[config.mk]
export PLATFORM = sky130hd
export DESIGN_NAME = multi_zone_hit_detector
export DESIGN_NICKNAME = d
export VERILOG_FILES = /design/src/sv/mzhd_pkg.sv /design/src/sv/multi_zone_hit_detector.sv
export SDC_FILE = /design/constraint.sdc
export NUM_CORES = 2
export LEC_CHECK = 0
export BUFFER_PORTS_ARGS = -buffer_cell sky130_fd_sc_hd__buf_2
export CAP_MARGIN = 30
export CORE_MARGIN = 1.5
export CORE_UTILIZATION = 35
export CTS_CLUSTER_DIAMETER = 30
export CTS_CLUSTER_SIZE = 14
export DETAILED_ROUTE_END_ITERATION = 8
export GPL_TIMING_DRIVEN = 0
export HOLD_SLACK_MARGIN = 0.05
export PLACE_DENSITY = 0.58
export RECOVER_POWER = 100
export SLEW_MARGIN = 20
export SYNTH_ARGS = -nofsm -noshare
export SYNTH_HDL_FRONTEND = slang
export SYNTH_SLANG_ARGS = --single-unit
[constraint.sdc]
create_clock -name clock -period 10.95 [get_ports clock]
set_input_delay 1.095 -clock clock [delete_from_list [all_inputs] [get_ports clock]]
set_output_delay 1.095 -clock clock [all_outputs]
set_load 0.01 [all_outputs]
[src/sv/mzhd_pkg.sv]
// Package for the multi-zone hit detector: item opcodes, register map,
// fixed field widths and register reset values. No dependencies.
package mzhd_pkg;

   // Fixed widths of the channel fields
   localparam int ZONE_W   = 4;
   localparam int SAMPLE_W = 12;
   localparam int MASK_W   = 16;
   localparam int CFG_W    = 16;

   // Configuration port geometry
   localparam int CSR_ADDR_W = 4;
   localparam int CSR_DATA_W = 32;

   typedef enum logic {
      OP_SAMPLE = 1'b0,
      OP_TICK   = 1'b1
   } opcode_type;

   typedef enum logic [1:0] {
      REG_THRESHOLD = 2'd0,
      REG_LOCKOUT   = 2'd1,
      REG_FLASH     = 2'd2,
      REG_WINDOW    = 2'd3
   } csr_reg_type;

   localparam logic [SAMPLE_W-1:0] THRESHOLD_RESET = 12'd2000;
   localparam logic [CFG_W-1:0]    LOCKOUT_RESET   = 16'd150;
   localparam logic [CFG_W-1:0]    FLASH_RESET     = 16'd200;
   localparam logic [CFG_W-1:0]    WINDOW_RESET    = 16'd5;

endpackage

[src/sv/multi_zone_hit_detector.sv]
// Top level of the multi-zone hit detector: input register, per-zone timers,
// comparison window and result register. Depends on mzhd_pkg.
//
// Usage:
//   req_* carries one item per handshake word: a zone sample (opcode 0,
//   zone_index, sample_value) or a one-millisecond tick (opcode 1).
//   rsp_* returns exactly one word per accepted item: hit_valid, hit_zone and
//   hit_value (nonzero only on the tick that closes a window), plus the flash
//   mask and window_active as they stand after that item.
//   csr_* is an APB-style register port; registers sit at byte addresses 0,
//   4, 8, 12 (hit_threshold, lockout_ticks, flash_ticks, window_ticks),
//   pready is tied high. Write registers only while no item is in flight.
// Timing:
//   An accepted word is captured in the input register, processed by the
//   combinational state update once the result register can take it, and
//   lands in the result register, which drives rsp_valid.
//   Throughput is one word per cycle while rsp_ready stays high, set by the
//   update loop on the zone timers and window state.
// Reset (synchronous, active high): clears all zone timers and the window,
//   restores register defaults and empties both pipeline registers.
// Stall: while rsp_ready is low the result register holds, the input
//   register holds one more word, and req_ready drops once both are full.
module multi_zone_hit_detector
   import mzhd_pkg::*;
#(
   parameter int ZONES       = 16,
   parameter int SAMPLE_BITS = 12,
   parameter int TIMER_BITS  = 16
) (
   input  logic                  clock,
   input  logic                  reset,
   // input channel
   input  logic                  req_valid,
   output logic                  req_ready,
   input  logic                  req_opcode,
   input  logic [ZONE_W-1:0]     req_zone_index,
   input  logic [SAMPLE_W-1:0]   req_sample_value,
   // result channel
   output logic                  rsp_valid,
   input  logic                  rsp_ready,
   output logic                  rsp_hit_valid,
   output logic [ZONE_W-1:0]     rsp_hit_zone,
   output logic [SAMPLE_W-1:0]   rsp_hit_value,
   output logic [MASK_W-1:0]     rsp_flash_mask,
   output logic                  rsp_window_active,
   // configuration port
   input  logic                  csr_psel,
   input  logic                  csr_penable,
   input  logic                  csr_pwrite,
   input  logic [CSR_ADDR_W-1:0] csr_paddr,
   input  logic [CSR_DATA_W-1:0] csr_pwdata,
   output logic [CSR_DATA_W-1:0] csr_prdata,
   output logic                  csr_pready
);

   // Compare width of samples, index width of the zone arrays
   localparam int CMP_BITS  = (SAMPLE_BITS < SAMPLE_W) ? SAMPLE_BITS : SAMPLE_W;
   localparam int ZIDX_BITS = (ZONES > 1) ? $clog2(ZONES) : 1;
   localparam logic [TIMER_BITS-1:0] TIMER_MAX = '1;

   // ---------------------------------------------------------------------
   // Configuration registers
   // ---------------------------------------------------------------------
   logic [SAMPLE_W-1:0] threshold_ff;
   logic [CFG_W-1:0]    lockout_ticks_ff;
   logic [CFG_W-1:0]    flash_ticks_ff;
   logic [CFG_W-1:0]    window_ticks_ff;
   logic                csr_write;
   csr_reg_type         csr_reg;

   assign csr_pready = 1'b1;
   assign csr_write  = csr_psel & csr_penable & csr_pwrite & csr_pready;
   assign csr_reg    = csr_reg_type'(csr_paddr[3:2]);

   always_comb begin
      unique case (csr_reg)
         REG_THRESHOLD: csr_prdata = CSR_DATA_W'(threshold_ff);
         REG_LOCKOUT:   csr_prdata = CSR_DATA_W'(lockout_ticks_ff);
         REG_FLASH:     csr_prdata = CSR_DATA_W'(flash_ticks_ff);
         REG_WINDOW:    csr_prdata = CSR_DATA_W'(window_ticks_ff);
      endcase
   end

   // ---------------------------------------------------------------------
   // Handshake: input register and result register
   // ---------------------------------------------------------------------
   logic                s1_valid_ff;
   opcode_type          s1_opcode_ff;
   logic [ZONE_W-1:0]   s1_zone_ff;
   logic [SAMPLE_W-1:0] s1_sample_ff;
   logic                rsp_valid_ff;
   logic                advance;     // result register can take a word
   logic                step;        // process the held word this cycle
   logic                req_take;

   assign advance   = !rsp_valid_ff || rsp_ready;
   assign step      = s1_valid_ff && advance;
   assign req_ready = !s1_valid_ff || advance;
   assign req_take  = req_valid && req_ready;
   assign rsp_valid = rsp_valid_ff;

   // ---------------------------------------------------------------------
   // Detector state
   // ---------------------------------------------------------------------
   logic [TIMER_BITS-1:0] lock_cnt_ff  [ZONES];
   logic [TIMER_BITS-1:0] flash_cnt_ff [ZONES];
   logic [TIMER_BITS-1:0] lock_cnt_in  [ZONES];
   logic [TIMER_BITS-1:0] flash_cnt_in [ZONES];
   logic                  window_ff, window_in;
   logic [TIMER_BITS-1:0] elapsed_ff, elapsed_in;
   logic [ZONE_W-1:0]     leader_zone_ff, leader_zone_in;
   logic [CMP_BITS-1:0]   leader_value_ff, leader_value_in;

   logic                  hit_valid_in;
   logic [ZONE_W-1:0]     hit_zone_in;
   logic [SAMPLE_W-1:0]   hit_value_in;
   logic [MASK_W-1:0]     flash_mask_in;

   logic                  rsp_hit_valid_ff;
   logic [ZONE_W-1:0]     rsp_hit_zone_ff;
   logic [SAMPLE_W-1:0]   rsp_hit_value_ff;
   logic [MASK_W-1:0]     rsp_flash_mask_ff;
   logic                  rsp_window_ff;

   logic [CMP_BITS-1:0]   sample_cmp;
   logic                  zone_ok;
   logic                  strike;
   logic [CFG_W-1:0]      need;
   logic [TIMER_BITS-1:0] elapsed_inc;
   logic                  close_window;
   logic [TIMER_BITS-1:0] lock_load, flash_load;
   logic [ZIDX_BITS-1:0]  zone_idx, winner_idx;

   assign sample_cmp = s1_sample_ff[CMP_BITS-1:0];
   assign zone_ok    = 32'(s1_zone_ff) < ZONES;
   assign zone_idx   = s1_zone_ff[ZIDX_BITS-1:0];
   assign winner_idx = leader_zone_ff[ZIDX_BITS-1:0];
   assign strike     = (s1_opcode_ff == OP_SAMPLE) && zone_ok &&
                       (lock_cnt_ff[zone_idx] == '0) &&
                       (sample_cmp >= threshold_ff[CMP_BITS-1:0]);

   // Window length zero acts as one
   assign need = (window_ticks_ff == '0) ? CFG_W'(1) : window_ticks_ff;
   assign elapsed_inc  = (elapsed_ff != TIMER_MAX) ? elapsed_ff + 1'b1 : elapsed_ff;
   assign close_window = (s1_opcode_ff == OP_TICK) && window_ff &&
                         (32'(elapsed_inc) >= 32'(need));

   // Saturate loaded timer values at the counter maximum
   assign lock_load  = (32'(lockout_ticks_ff) > 32'(TIMER_MAX)) ? TIMER_MAX
                       : TIMER_BITS'(32'(lockout_ticks_ff));
   assign flash_load = (32'(flash_ticks_ff) > 32'(TIMER_MAX)) ? TIMER_MAX
                       : TIMER_BITS'(32'(flash_ticks_ff));

   always_comb begin
      window_in       = window_ff;
      elapsed_in      = elapsed_ff;
      leader_zone_in  = leader_zone_ff;
      leader_value_in = leader_value_ff;
      hit_valid_in    = 1'b0;
      hit_zone_in     = '0;
      hit_value_in    = '0;
      for (int z = 0; z < ZONES; z++) begin
         lock_cnt_in[z]  = lock_cnt_ff[z];
         flash_cnt_in[z] = flash_cnt_ff[z];
      end

      case (s1_opcode_ff)
         OP_SAMPLE: begin
            // open a window on the first strike, else keep the larger value
            if (strike && !window_ff) begin
               window_in       = 1'b1;
               elapsed_in      = '0;
               leader_zone_in  = s1_zone_ff;
               leader_value_in = sample_cmp;
            end else if (strike && (sample_cmp > leader_value_ff)) begin
               leader_zone_in  = s1_zone_ff;
               leader_value_in = sample_cmp;
            end
         end
         OP_TICK: begin
            // step timers down, stop at zero
            for (int z = 0; z < ZONES; z++) begin
               if (lock_cnt_ff[z] != '0) lock_cnt_in[z] = lock_cnt_ff[z] - 1'b1;
               if (flash_cnt_ff[z] != '0) flash_cnt_in[z] = flash_cnt_ff[z] - 1'b1;
            end
            if (window_ff) elapsed_in = elapsed_inc;
            if (close_window) begin
               hit_valid_in             = 1'b1;
               hit_zone_in              = leader_zone_ff;
               hit_value_in             = SAMPLE_W'(leader_value_ff);
               lock_cnt_in[winner_idx]  = lock_load;
               flash_cnt_in[winner_idx] = flash_load;
               window_in                = 1'b0;
               elapsed_in               = '0;
               leader_zone_in           = '0;
               leader_value_in          = '0;
            end
         end
         default: ;
      endcase

      flash_mask_in = '0;
      for (int z = 0; z < ZONES; z++) begin
         flash_mask_in[z] = (flash_cnt_in[z] != '0);
      end
   end

   // ---------------------------------------------------------------------
   // Registers
   // ---------------------------------------------------------------------
   always_ff @(posedge clock) begin
      if (reset) begin
         threshold_ff     <= THRESHOLD_RESET;
         lockout_ticks_ff <= LOCKOUT_RESET;
         flash_ticks_ff   <= FLASH_RESET;
         window_ticks_ff  <= WINDOW_RESET;
         s1_valid_ff      <= 1'b0;
         rsp_valid_ff     <= 1'b0;
         window_ff        <= 1'b0;
         elapsed_ff       <= '0;
         leader_zone_ff   <= '0;
         leader_value_ff  <= '0;
         for (int z = 0; z < ZONES; z++) begin
            lock_cnt_ff[z]  <= '0;
            flash_cnt_ff[z] <= '0;
         end
      end else begin
         if (csr_write) begin
            unique case (csr_reg)
               REG_THRESHOLD: threshold_ff     <= csr_pwdata[SAMPLE_W-1:0];
               REG_LOCKOUT:   lockout_ticks_ff <= csr_pwdata[CFG_W-1:0];
               REG_FLASH:     flash_ticks_ff   <= csr_pwdata[CFG_W-1:0];
               REG_WINDOW:    window_ticks_ff  <= csr_pwdata[CFG_W-1:0];
            endcase
         end

         // hold the input word until the result register frees up
         if (req_take) s1_valid_ff <= 1'b1;
         else if (step) s1_valid_ff <= 1'b0;

         if (step) rsp_valid_ff <= 1'b1;
         else if (rsp_ready) rsp_valid_ff <= 1'b0;

         if (step) begin
            window_ff       <= window_in;
            elapsed_ff      <= elapsed_in;
            leader_zone_ff  <= leader_zone_in;
            leader_value_ff <= leader_value_in;
            for (int z = 0; z < ZONES; z++) begin
               lock_cnt_ff[z]  <= lock_cnt_in[z];
               flash_cnt_ff[z] <= flash_cnt_in[z];
            end
         end
      end

      // payload, no reset needed
      if (req_take) begin
         s1_opcode_ff <= opcode_type'(req_opcode);
         s1_zone_ff   <= req_zone_index;
         s1_sample_ff <= req_sample_value;
      end
      if (step) begin
         rsp_hit_valid_ff  <= hit_valid_in;
         rsp_hit_zone_ff   <= hit_zone_in;
         rsp_hit_value_ff  <= hit_value_in;
         rsp_flash_mask_ff <= flash_mask_in;
         rsp_window_ff     <= window_in;
      end
   end

   assign rsp_hit_valid     = rsp_hit_valid_ff;
   assign rsp_hit_zone      = rsp_hit_zone_ff;
   assign rsp_hit_value     = rsp_hit_value_ff;
   assign rsp_flash_mask    = rsp_flash_mask_ff;
   assign rsp_window_active = rsp_window_ff;

`ifndef SYNTHESIS
   // A hit always closes the window it reports
   a_hit_closes_window: assert property (@(posedge clock) disable iff (reset)
      rsp_valid_ff && rsp_hit_valid_ff |-> !rsp_window_ff)
      else $error("hit reported with window still open");

   // A stalled input word stays put until processed
   a_s1_holds: assert property (@(posedge clock) disable iff (reset)
      s1_valid_ff && !advance |=> s1_valid_ff && $stable(s1_opcode_ff) &&
      $stable(s1_zone_ff) && $stable(s1_sample_ff))
      else $error("input word lost or changed while stalled");

   // The window only closes on a processed tick
   a_close_on_tick: assert property (@(posedge clock) disable iff (reset)
      $fell(window_ff) |-> $past(reset) || $past(step && (s1_opcode_ff == OP_TICK)))
      else $error("window closed without a tick");

   // Window age is zero whenever no window is open
   a_elapsed_idle: assert property (@(posedge clock) disable iff (reset)
      elapsed_ff != '0 |-> window_ff)
      else $error("window age nonzero with window closed");
`endif

endmodule

==> flow_metrics.tcl <==
set metrics [dict create \
    status "finished with violations" \
    violations "design-rule violations, max-capacitance violations, max-slew violations" \
    n_fill_cell 12100 \
    synth_cell_types 103 \
    grtUsageMet3 0.0707 \
    fin_area_mm2 0.0527 \
    synth_area_leader_cell "edfxtp_1" \
    grt_util_met1 0.401 \
    power_mw 9.32 \
    grt_max_degree 58 \
    dieHeight_um 356 \
    grt_usage 0.300 \
    p_per_area_mw_per_mm2 177 \
    seqPwrFrac 0.335 \
    dieWidth_um 356 \
    fin_crit_sh 0.866 \
    switching_power_mw 2.52 \
    dp.cells 6702 \
    grt_pass1_vias 40600 \
    synth.area.mux_share 0.0201 \
    hold_start "leader_value_ff[5]" \
    timing.rr.start "s1_opcode_ff" \
    worst_pin_slew_ps 3140 \
    cts_setup_buffers 0 \
    crit_fanout 53 \
    layout-drive-gt1-share 0.0936 \
    p_leak_nw 18.6 \
    detail_route.wl_per_cell_um 28.0 \
    mostFrequentLayoutCells "nor2_1, edfxtp_1, nand2_1, clkbuf_1, nor3_1" \
    totalWireLength_um 197000 \
    crit_start "s1_opcode_ff" \
    cpMostUsedCell "clkbuf_1" \
    cp_num_cells 9 \
    synth-edff-count 563 \
    dpl.hpwl_um 138000 \
    ys_ff_latch 662 \
    clockPowerShare 0.555 \
    synth.area.top_cells "edfxtp_1, nor2_1, dfxtp_1" \
    max_slew_margin -1.09 \
    cpLargestDelayFamily "buffers and inverters" \
    synth_top_family_by_area "simple AND/OR/NAND/NOR gates" \
    cts_root_buf "clkbuf_16" \
    cp_slowest_cell "clkbuf_1" \
    rr_worst_depth 9 \
    synth_area_per_cell_um2 8.92 \
    place_area_mm2 0.0472 \
    cts-buffers-inserted 162 \
    period_minus_slack_ps 9480 \
    irDropWorstVdd_mv 0.149 \
    finalSetupViolations 0 \
    grt_overflow 0 \
    viasPerCell 6.31 \
    ctsHtreeMaxLevel 4 \
    antenna_found_initial 9 \
    clk_pin_slew_ps 60 \
    crit_required_ps 11270 \
    synth_xor_area_frac 0.0413 \
    cts-hold-fix-buffers 0 \
    clock_latency_ps 780 \
    path_buf_inv 8 \
    cts_resized 0 \
    hold_path_class "flop to flop" \
    dr.pass1.iters 8 \
    ys_warn_count 0 \
    rsz0062_at_grt "false" \
    swShare 0.270 \
    synth_compound_area_frac 0.185 \
    num-nets-final 5372 \
    combinationalPowerShare 0.110 \
    crit_chain "clkbuf_1 -> clkbuf_1 -> clkbuf_1 -> clkbuf_1 -> clkbuf_1 -> clkbuf_1 -> clkbuf_1 -> a21o_1 -> clkbuf_1" \
    grt_pass1_wl_um 280000 \
    drc_errors 4 \
    drt-initial-drc-count 6328 \
    initial_core_util 0.353 \
    max-cap-violations 11 \
    maxSlewViolCount 454 \
    fmax_mhz 105 \
    cp-start-kind "flop" \
    syn_to_final_growth_pct 20.7 \
    async_flop_share 0 \
    tns_ps 0 \
    final-hold-violation-count 0 \
    final_common_cell "nor2_1" \
    use_met2 0.433 \
    synthAdderAreaFrac 0.0215 \
    fin_cells 7017 \
    synth_flop_cell "edfxtp_1" \
    io_pins 129 \
    syn_area_mm2 0.0437 \
    coreArea_mm2 0.124 \
    hold_path_depth 1 \
    hold_ws_ps 481 \
    ant_nets 0 \
    netlist.area_leader.share 0.387 \
    path_class "flop to flop" \
    yosysSeqAreaShare 0.432 \
    syn_inst 4897 \
    busiest_layer "met2" \
    globalplace.congestion 1.01 \
    port_buffers 93 \
    rows 129 \
    slowest_delay_ps 2230 \
    clock_skew_ps 23.8 \
    vias 44300 \
    dieArea_mm2 0.127 \
    cp-end-kind "flop" \
    internal_power_mw 6.81 \
    cp.arrival_ps 9810 \
    cts_tree "done" \
    clk_path_buf_depth 3 \
    synth-simple-area-share 0.254 \
    cts_sinks 662 \
]
power by group through the flow:
stage / Combinational (mW) / Clock (mW) / Sequential [mW]
floorplan: 0.662 / 0 / 3.12
global placement: 0.964 / 0 / 3.19
detailed placement: 1.00 / 0 / 3.15
CTS: 1.01 / 5.20 / 3.11
global route: 1.10 / 5.32 / 3.14
finish: 1.03 / 5.17 / 3.12
metal layers:
| metal | share of wire | vias to the layer above |
|---|---|---|
| met5 | 0.00064 | - |
| met4 | 0.068 | 8 |
| met3 | 0.12 | 684 |
| met2 | 0.42 | 2830 |
| met1 | 0.40 | 21400 |
| li1 | - | 19300 |
worst register-to-register path, cell delays in order (launching register included):
cell      delay, ps
edfxtp_1        380
clkbuf_1        590
clkbuf_1        470
clkbuf_1        660
clkbuf_1        800
clkbuf_1       1140
clkbuf_1        890
clkbuf_1        360
a21o_1         1460
clkbuf_1       2240
final timing paths:
| kind | end | slack [ps] |
|---|---|---|
| max | lock_cnt_ff[13][3] | 1470 |
| min reg2reg | leader_value_ff[5] | 480 |
| min | leader_value_ff[5] | 480 |
| max reg2reg | lock_cnt_ff[13][3] | 1470 |
synth_stat cells (55+ instances only):
master	instances
ha_1	75
nor2b_1	67
a22oi_1	69
clkbuf_1	244
nor3_1	232
edfxtp_1	563
a21oi_1	228
nor4_1	152
or3_1	70
and2_1	71
nand3_1	126
xnor2_1	136
nor2_1	643
nand4_1	94
dfxtp_1	99
inv_1	155
nand2_1	498
a211oi_1	209
xor2_1	70
or4_1	55
o21ai_0	132
per-stage QoR:
step	setup slack, ps	utilization
global placement	-2280	0.374
global route	1460	0.426
detailed placement	3330	0.381
CTS	3300	0.428
finish	1470	0.426
floorplan	2520	-
layout make-up:
type                            count  area [µm²]  area share
Multi-Input combinational cell   3747       22800       0.433
Sequential cell                   662       18900       0.358
Clock buffer                      180        4250      0.0806
Tap cell                         1637        2050      0.0388
Clock inverter                    119        1580      0.0300
Buffer                            346        1430      0.0271
Timing Repair Buffer              161        1110      0.0210
Inverter                          157         591      0.0112
Antenna cell                        8        20.0    0.000380
registers in the layout (all words and copies together) (netlist names), 4 cells and up, named ones only:
name	count
flash_cnt_ff	256
rsp_flash_mask	16
s1_sample_ff	12
window_ticks_ff	16
elapsed_ff	16
leader_zone_ff	4
rsp_hit_value	12
rsp_hit_zone	4
leader_value_ff	12
threshold_ff	12
flash_load	16
lock_load	16
lock_cnt_ff	256
s1_zone_ff	4
kinds of logic after synthesis:
group / Yosys count
AOI/OAI and AO/OA: 1148
adders and majority gates: 75
and+or+nand+nor: 2234
DFF: 662
other: 2
muxes: 67
xor gates and xnor gates: 206
buffers and inverters: 503
No activity file was read; power rests on OpenSTA's default activity.
